File: config.mk
export PLATFORM = sky130hd
export DESIGN_NAME = tli_div
export DESIGN_NICKNAME = d
export VERILOG_FILES = /design/src/rtl/tli_pkg.sv /design/src/rtl/tli_div.sv
export SDC_FILE = /design/constraint.sdc
export NUM_CORES = 1
export LEC_CHECK = 0
export BUFFER_PORTS_ARGS = -buffer_cell sky130_fd_sc_hd__buf_2
export CORE_MARGIN = 3
export CORE_UTILIZATION = 35
export CTS_CLUSTER_SIZE = 24
export DETAILED_ROUTE_END_ITERATION = 8
export PLACE_DENSITY = 0.65
export SETUP_SLACK_MARGIN = 0.2
export SYNTH_ARGS = -nofsm -noshare
export SYNTH_HDL_FRONTEND = slang
export SYNTH_SLANG_ARGS = --single-unit
File: constraint.sdc
create_clock -name clk -period 2.82 [get_ports clk]
set_clock_uncertainty 0.15 [all_clocks]
set_input_delay 0.282 -clock clk [delete_from_list [all_inputs] [get_ports clk]]
set_output_delay 0.282 -clock clk [all_outputs]
set_load 0.01 [all_outputs]
File: src/rtl/tli_pkg.sv
// Shared types, widths and codes for the table linear interpolator.
`timescale 1ns / 1ps

package tli_pkg;

    localparam int VALUE_W = 32;
    localparam int FRAC_W = 16;
    localparam int PROD_W = 48;
    localparam int IDX_W = 6;
    localparam int CFG_W = 7;
    localparam int CLAMP_W = 2;
    localparam int TABLE_DEPTH_DEF = 64;

    localparam logic OP_LOAD = 1'b0;
    localparam logic OP_QUERY = 1'b1;

    localparam logic [CLAMP_W-1:0] CLAMP_NONE = 2'd0;
    localparam logic [CLAMP_W-1:0] CLAMP_LOW = 2'd1;
    localparam logic [CLAMP_W-1:0] CLAMP_HIGH = 2'd2;

    typedef struct packed {
        logic               op;
        logic [IDX_W-1:0]   entry_index;
        logic [VALUE_W-1:0] entry_x;
        logic [VALUE_W-1:0] entry_y;
        logic [VALUE_W-1:0] query_x;
    } in_item_t;

    typedef struct packed {
        logic [VALUE_W-1:0] interp_y;
        logic [PROD_W-1:0]  product_xy;
        logic [CLAMP_W-1:0] clamped;
    } out_item_t;

endpackage

File: src/rtl/tli_div.sv
// Restoring divider, one quotient bit per cycle; quotient must fit VALUE_W bits.
`timescale 1ns / 1ps

module tli_div (
    input  logic                          clk,
    input  logic                          rst_n,
    input  logic                          start,
    input  logic [2*tli_pkg::VALUE_W-1:0] num,
    input  logic [tli_pkg::VALUE_W-1:0]   den,
    output logic [tli_pkg::VALUE_W-1:0]   quo,
    output logic                          done
);

    localparam int W = tli_pkg::VALUE_W;
    localparam int CNT_W = $clog2(W + 1);

    logic [CNT_W-1:0] cnt_reg, cnt_next;
    logic             done_reg, done_next;
    logic [W-1:0]     rem_reg, rem_next;
    logic [W-1:0]     sh_reg, sh_next;
    logic [W-1:0]     den_reg, den_next;

    logic [W:0] trial;
    logic [W:0] diff;
    logic       ge;

    always_comb
    begin
        trial = {rem_reg, sh_reg[W-1]};
        diff = trial - {1'b0, den_reg};
        ge = (trial >= {1'b0, den_reg});

        cnt_next = cnt_reg;
        done_next = 1'b0;
        rem_next = rem_reg;
        sh_next = sh_reg;
        den_next = den_reg;

        if (start)
        begin
            // high half is below the divisor, so it seeds the remainder
            rem_next = num[2*W-1:W];
            sh_next = num[W-1:0];
            den_next = den;
            cnt_next = CNT_W'(W);
        end
        else if (cnt_reg != '0)
        begin
            rem_next = ge ? diff[W-1:0] : trial[W-1:0];
            sh_next = {sh_reg[W-2:0], ge};
            cnt_next = cnt_reg - CNT_W'(1);
            done_next = (cnt_reg == CNT_W'(1));
        end
    end

    always_ff @(posedge clk or negedge rst_n)
    begin
        if (!rst_n)
        begin
            cnt_reg <= '0;
            done_reg <= 1'b0;
        end
        else
        begin
            cnt_reg <= cnt_next;
            done_reg <= done_next;
        end
    end

    always_ff @(posedge clk)
    begin
        rem_reg <= rem_next;
        sh_reg <= sh_next;
        den_reg <= den_next;
    end

    assign quo = sh_reg;
    assign done = done_reg;

endmodule
[Word level (Yosys, flattened, before mapping)]
Cells that the tools add are included.
Word-level totals
  register bits: 103
  latch bits: 0
  RAM bits: 0
  ROM bits: 0
  output and inout port bits: 33
  word-level logic and storage cells: 20
  memories: 0
Cells by class
  add/subtract/negate cells: 2
  multipliers: 0
  div/mod/pow operators: 0
  $lt $le $gt $ge: 1
  equality and inequality tests: 1
  shift-type cells: 0
  muxes and demuxes: 9
  bitwise gates (word level): 0
  reductions and logical operators: 2
Operators with widths (number)
  $mux W32: 5
  $ge A33 B32 Y1: 1
  $sub A32 B32 Y32: 1
  $mux W6: 2
  $eq A6 B1 Y1 const B: 1
  $reduce_bool A6 Y1: 1
  $sub A6 B1 Y6 const B: 1
  $mux W1: 2
  $reduce_bool A2 Y1: 1

[Logic depth before layout (Yosys ltp)]
  word-level depth: 4
  gate-level depth with buffers: 13
  depth with buffers taken out: 12

[Worst setup path after synthesis]
OpenSTA, ideal clock, no wires.
  path type: reg-to-reg
  start: register sh_reg[31] (netlist: quo[31])
  end: register rem_reg[20], data pin
  library setup time: 0.167 ns
  data arrival time: 2.677 ns
  data required time: 2.503 ns
  slack: -0.174 ns
  cell stages (with the launch flop): 13
  clock period less this slack: 2.994 ns
  cell sequence: edfxtp_1 inv_1 ha_1 inv_1 fa_1 a21oi_1 o211ai_1 a41oi_1 nor4_1 or4b_1 a21oi_1 nor4b_1 a211oi_1
On the way
  cells in the longest elaborated chain, start to end: 4
  elaborated cells on any way between the ends: 5
  classes of those cells: add/sub: 1; order compare: 1; mux: 3
Ends and longest elaborated chain
  from (decl): RTL line tli_div.sv:20  | logic [W-1:0] sh_reg, sh_next;
  from (signal assigned): RTL line tli_div.sv:73  | sh_reg <= sh_next;
  $sub A32 B32 Y32 / $ge A33 B32 Y1 (equally long branches): RTL line tli_div.sv:30, tli_div.sv:31
  $mux W32 *: RTL line tli_div.sv:49  | rem_next = ge ? diff[W-1:0] : trial[W-1:0];
  $mux W32 *: RTL line tli_div.sv:47  | else if (cnt_reg != '0)
  $mux W32 *: RTL line tli_div.sv:39  | if (start)
  named net rem_next[20]: RTL line tli_div.sv:19  | logic [W-1:0] rem_reg, rem_next;
  to (signal assigned): RTL line tli_div.sv:72  | rem_reg <= rem_next;
  to (decl): RTL line tli_div.sv:19
Mark *: on every way through the listed nets, which the timed path passes. The rest lies on a longest branch. The select of a mux whose other input is x is not followed.
A chain may end at the register's enable or synchronous reset.

[Worst setup path after layout]
  start: register rem_reg[2]
  end: register rem_reg[17], data pin
On the way
  cells in the longest elaborated chain, start to end: 4
  elaborated cells on any way between the ends: 5
  classes of those cells: add/sub: 1; order compare: 1; mux: 3
Ends and longest elaborated chain (RTL line)
  $sub A32 B32 Y32 / $ge A33 B32 Y1 (equally long branches): tli_div.sv:30, tli_div.sv:31
  $mux W32 *: tli_div.sv:49
  $mux W32 *: tli_div.sv:47
  $mux W32 *: tli_div.sv:39
  named net rem_next[17]: tli_div.sv:19
Marked as above.

==> flow_metrics.tcl <==
set metrics [dict create \
    cp_max_fo 3 \
    clk_pin_slew_worst_paths_ns 0.08 \
    fmax_mhz 328.2 \
    wire_per_inst_um 16.53 \
    worstSetupPathType "reg2reg" \
    powerDensity_nw_per_um2 1042 \
    synth_ff_type "edfxtp_1" \
    hp-class "in2reg" \
    grt_busiest_layer "met2" \
    drt_first_iter_violations 308 \
    final_area_um2 9002 \
    ys_seq_elements 103 \
    drt_first_pass_iters 5 \
    slowest_delay_ns 0.48 \
    gp_congestion 0.8368 \
    synth_area_leaders "edfxtp_1, ha_1, mux2_2" \
    tightest_slew_ns 0.5684 \
    dpl_cell_area_um2 7802 \
    crit_arrival_ns 3.02 \
    use_met2_pct 31.12 \
    setup_ws_ns -0.2269 \
    synth_nets 697 \
    postSynthAreaPerCell_um2 10.88 \
    worstPathRequired_ns 2.79 \
    diodes 0 \
    end_kind "flop" \
    ir_worst_vdd_v 0.0004841 \
    core_area_um2 16820 \
    ant_nets 0 \
    violations "setup timing" \
    grt_max_degree 67 \
    die_y_um 138.2 \
    crit_buf_inv 0 \
    grt_setup_unrepaired "yes" \
    clkLatencyLatePin_ns 0.36 \
    cp_cell_sequence "ha_4 > o21a_1 > o31ai_4 > a211o_1 > a211oi_1 > or3_1 > a31oi_1 > or4b_1 > and4_1" \
    clock_sinks 103 \
    row_count 47 \
    grt_first_pass_wirelength_um 28120 \
    fillers 1550 \
    cts_made_buffers 9 \
    syn_inst 562 \
    slew_headroom_pct 62.11 \
    die_x_um 138.2 \
    vias 5355 \
    finalCritPeriodShare_pct 108.0 \
    seqCellArea_um2 3058 \
    placed_cells_incl_taps 984 \
    area_growth_pct 47.23 \
    yosysWarningCount 0 \
    port_buffers 131 \
    grt_pass1_vias 5714 \
    synth_top_cell_area_share_pct 47.15 \
    h-tree-depth 3 \
    hold_violations 0 \
    seq_area_frac_synth_pct 50.01 \
    leakage_nw 3.863 \
    drc 0 \
    drt-vias-per-instance 5.090 \
    final_common_cell "buf_2" \
    fin_nets 962 \
    dieArea_um2 19090 \
    multi_input_area_um2 3276 \
    status "complete, but fails checks" \
    initial_core_util_pct 36.36 \
    tritoncts "yes" \
    setup_viol 33 \
    clockBufferDepth 2 \
    hpwlAfterDp_um 12700 \
    cpLargestDelayFamily "compound AO/OA/AOI/OAI gates" \
    ios 132 \
    power_mw 9.376 \
    period_needed_ns 3.047 \
    clockRootBuffer "clkbuf_16" \
    synth-edff-count 96 \
    grt_usage_pct 17.92 \
    max_cap_violations 0 \
    drv_slew 0 \
    totalWireLength_um 17390 \
    final_cell_mix "buf_2, edfxtp_1, buf_4" \
    grt_overflow 0 \
    post_synth_num_cell_types 62 \
    start_kind "flop" \
    yosysTopAreaCell "edfxtp_1" \
    syn_area_um2 6115 \
    slowest_stage "or4b_1" \
    grtUsageMet3_pct 4.454 \
    synthArstFlopShare_pct 6.796 \
    antenna_found_initial 0 \
    grt_use_met1_pct 22.56 \
    drive_above_1_share_pct 46.03 \
    layout.cells.non_filler 1052 \
]
[cells in the mapped netlist (8+ instances only)]
| cell type | count |
|---|---|
| nand2_1 | 49 |
| a31oi_1 | 17 |
| ha_1 | 35 |
| mux2_2 | 33 |
| or3_1 | 8 |
| nor3_1 | 11 |
| nor2_1 | 37 |
| nand3_1 | 8 |
| inv_1 | 45 |
| o21ai_1 | 13 |
| xnor2_1 | 18 |
| o21ai_0 | 14 |
| clkbuf_1 | 10 |
| a21oi_1 | 39 |
| edfxtp_1 | 96 |
| and3_1 | 8 |
| a21o_1 | 10 |
[cells by family (layout without fill, tap and decap cells)]
kind of cell,Yosys count,after routing,synth area share [%]
flip-flops,103,103,50.01
AO/OA/AOI/OAI,138,138,15.04
XOR/XNOR,23,23,3.294
buffers and inverters,66,336,4.420
multiplexers,36,36,6.569
adder cells (fa/ha/maj),36,36,7.489
AND/OR/NAND/NOR,160,160,13.18
[timing repair]
| action | in CTS | in global routing |
|---|---|---|
| hold buffers | 33 | 0 |
| setup endpoints to repair | 33 | 33 |
| gates resized for setup | 66 | 30 |
| pin swaps | 34 | 26 |
| buffers inserted | 12 | 6 |
| endpoints found under the hold margin | 39 | 0 |
| cloned | 1 | 0 |
[power breakdown]
| part | internal (mW) | switching, mW | total [mW] |
|---|---|---|---|
| sequential | 2.23 | 0.288 | 2.52 |
| combinational | 2.91 | 2.74 | 5.64 |
| clock | 0.616 | 0.601 | 1.22 |
[through the flow]
| stage | setup TNS, ns | hold slack (ns) | setup WS [ns] | util [%] |
|---|---|---|---|---|
| after global routing | -6.562 | 0.06262 | -0.3033 | 53.53 |
| after detailed placement | -2.610 | -0.02601 | -0.2113 | 46.39 |
| final | -3.116 | 0.05395 | -0.2269 | 53.53 |
| after CTS | -1.431 | 0.04364 | -0.1783 | 52.46 |
| after floorplan | -0.2033 | -0.1636 | -0.09331 | - |
| after global placement | -1.413 | -0.02827 | -0.1457 | 46.39 |
[final cells by class]
class	count	share of cell area [%]
flip-flops and latches	103	33.97
repair buffers	275	21.60
inverters	45	1.876
multi-input cells	393	36.39
clock inverters	6	0.5698
clock buffers	10	2.543
well taps	220	3.058
[worst reg2reg max path, cell delays in order (launching register included)]
cell and delay, ns:
edfxtp_1 0.44, ha_4 0.30, o21a_1 0.18, o31ai_4 0.09
a211o_1 0.33, a211oi_1 0.32, or3_1 0.20, a31oi_1 0.13
or4b_1 0.48, and4_1 0.19
[path summary, 6_finish.rpt]
check / cells after the start / slack, ns / end / from
setup / recovery: 9 / -0.23 / rem_reg[17]$_DFFE_PP_ / rem_reg[2]$_DFFE_PP_
hold / removal: 3 / 0.05 / rem_reg[1]$_DFFE_PP_ / num[33]
setup reg to reg: 9 / -0.23 / rem_reg[17]$_DFFE_PP_ / rem_reg[2]$_DFFE_PP_
hold reg to reg: 1 / 0.38 / cnt_reg[5]$_DFFE_PN0P_ / cnt_reg[5]$_DFFE_PN0P_
max in group asynchronous: 2 / 2.24 / cnt_reg[5]$_DFFE_PN0P_ / rst_n
min in group asynchronous: 2 / 0.13 / cnt_reg[4]$_DFFE_PN0P_ / rst_n
[routing by layer]
metal / share of wire [%] / wire length, um / up-vias
li1: - / - / 2627
met1: 44 / 7632 / 2565
met2: 49 / 8513 / 152
met3: 6.0 / 1049 / 11
met4: 1.1 / 194 / 0
met5: 0 / 0 / -
No activity file was read; power rests on OpenSTA's default activity.
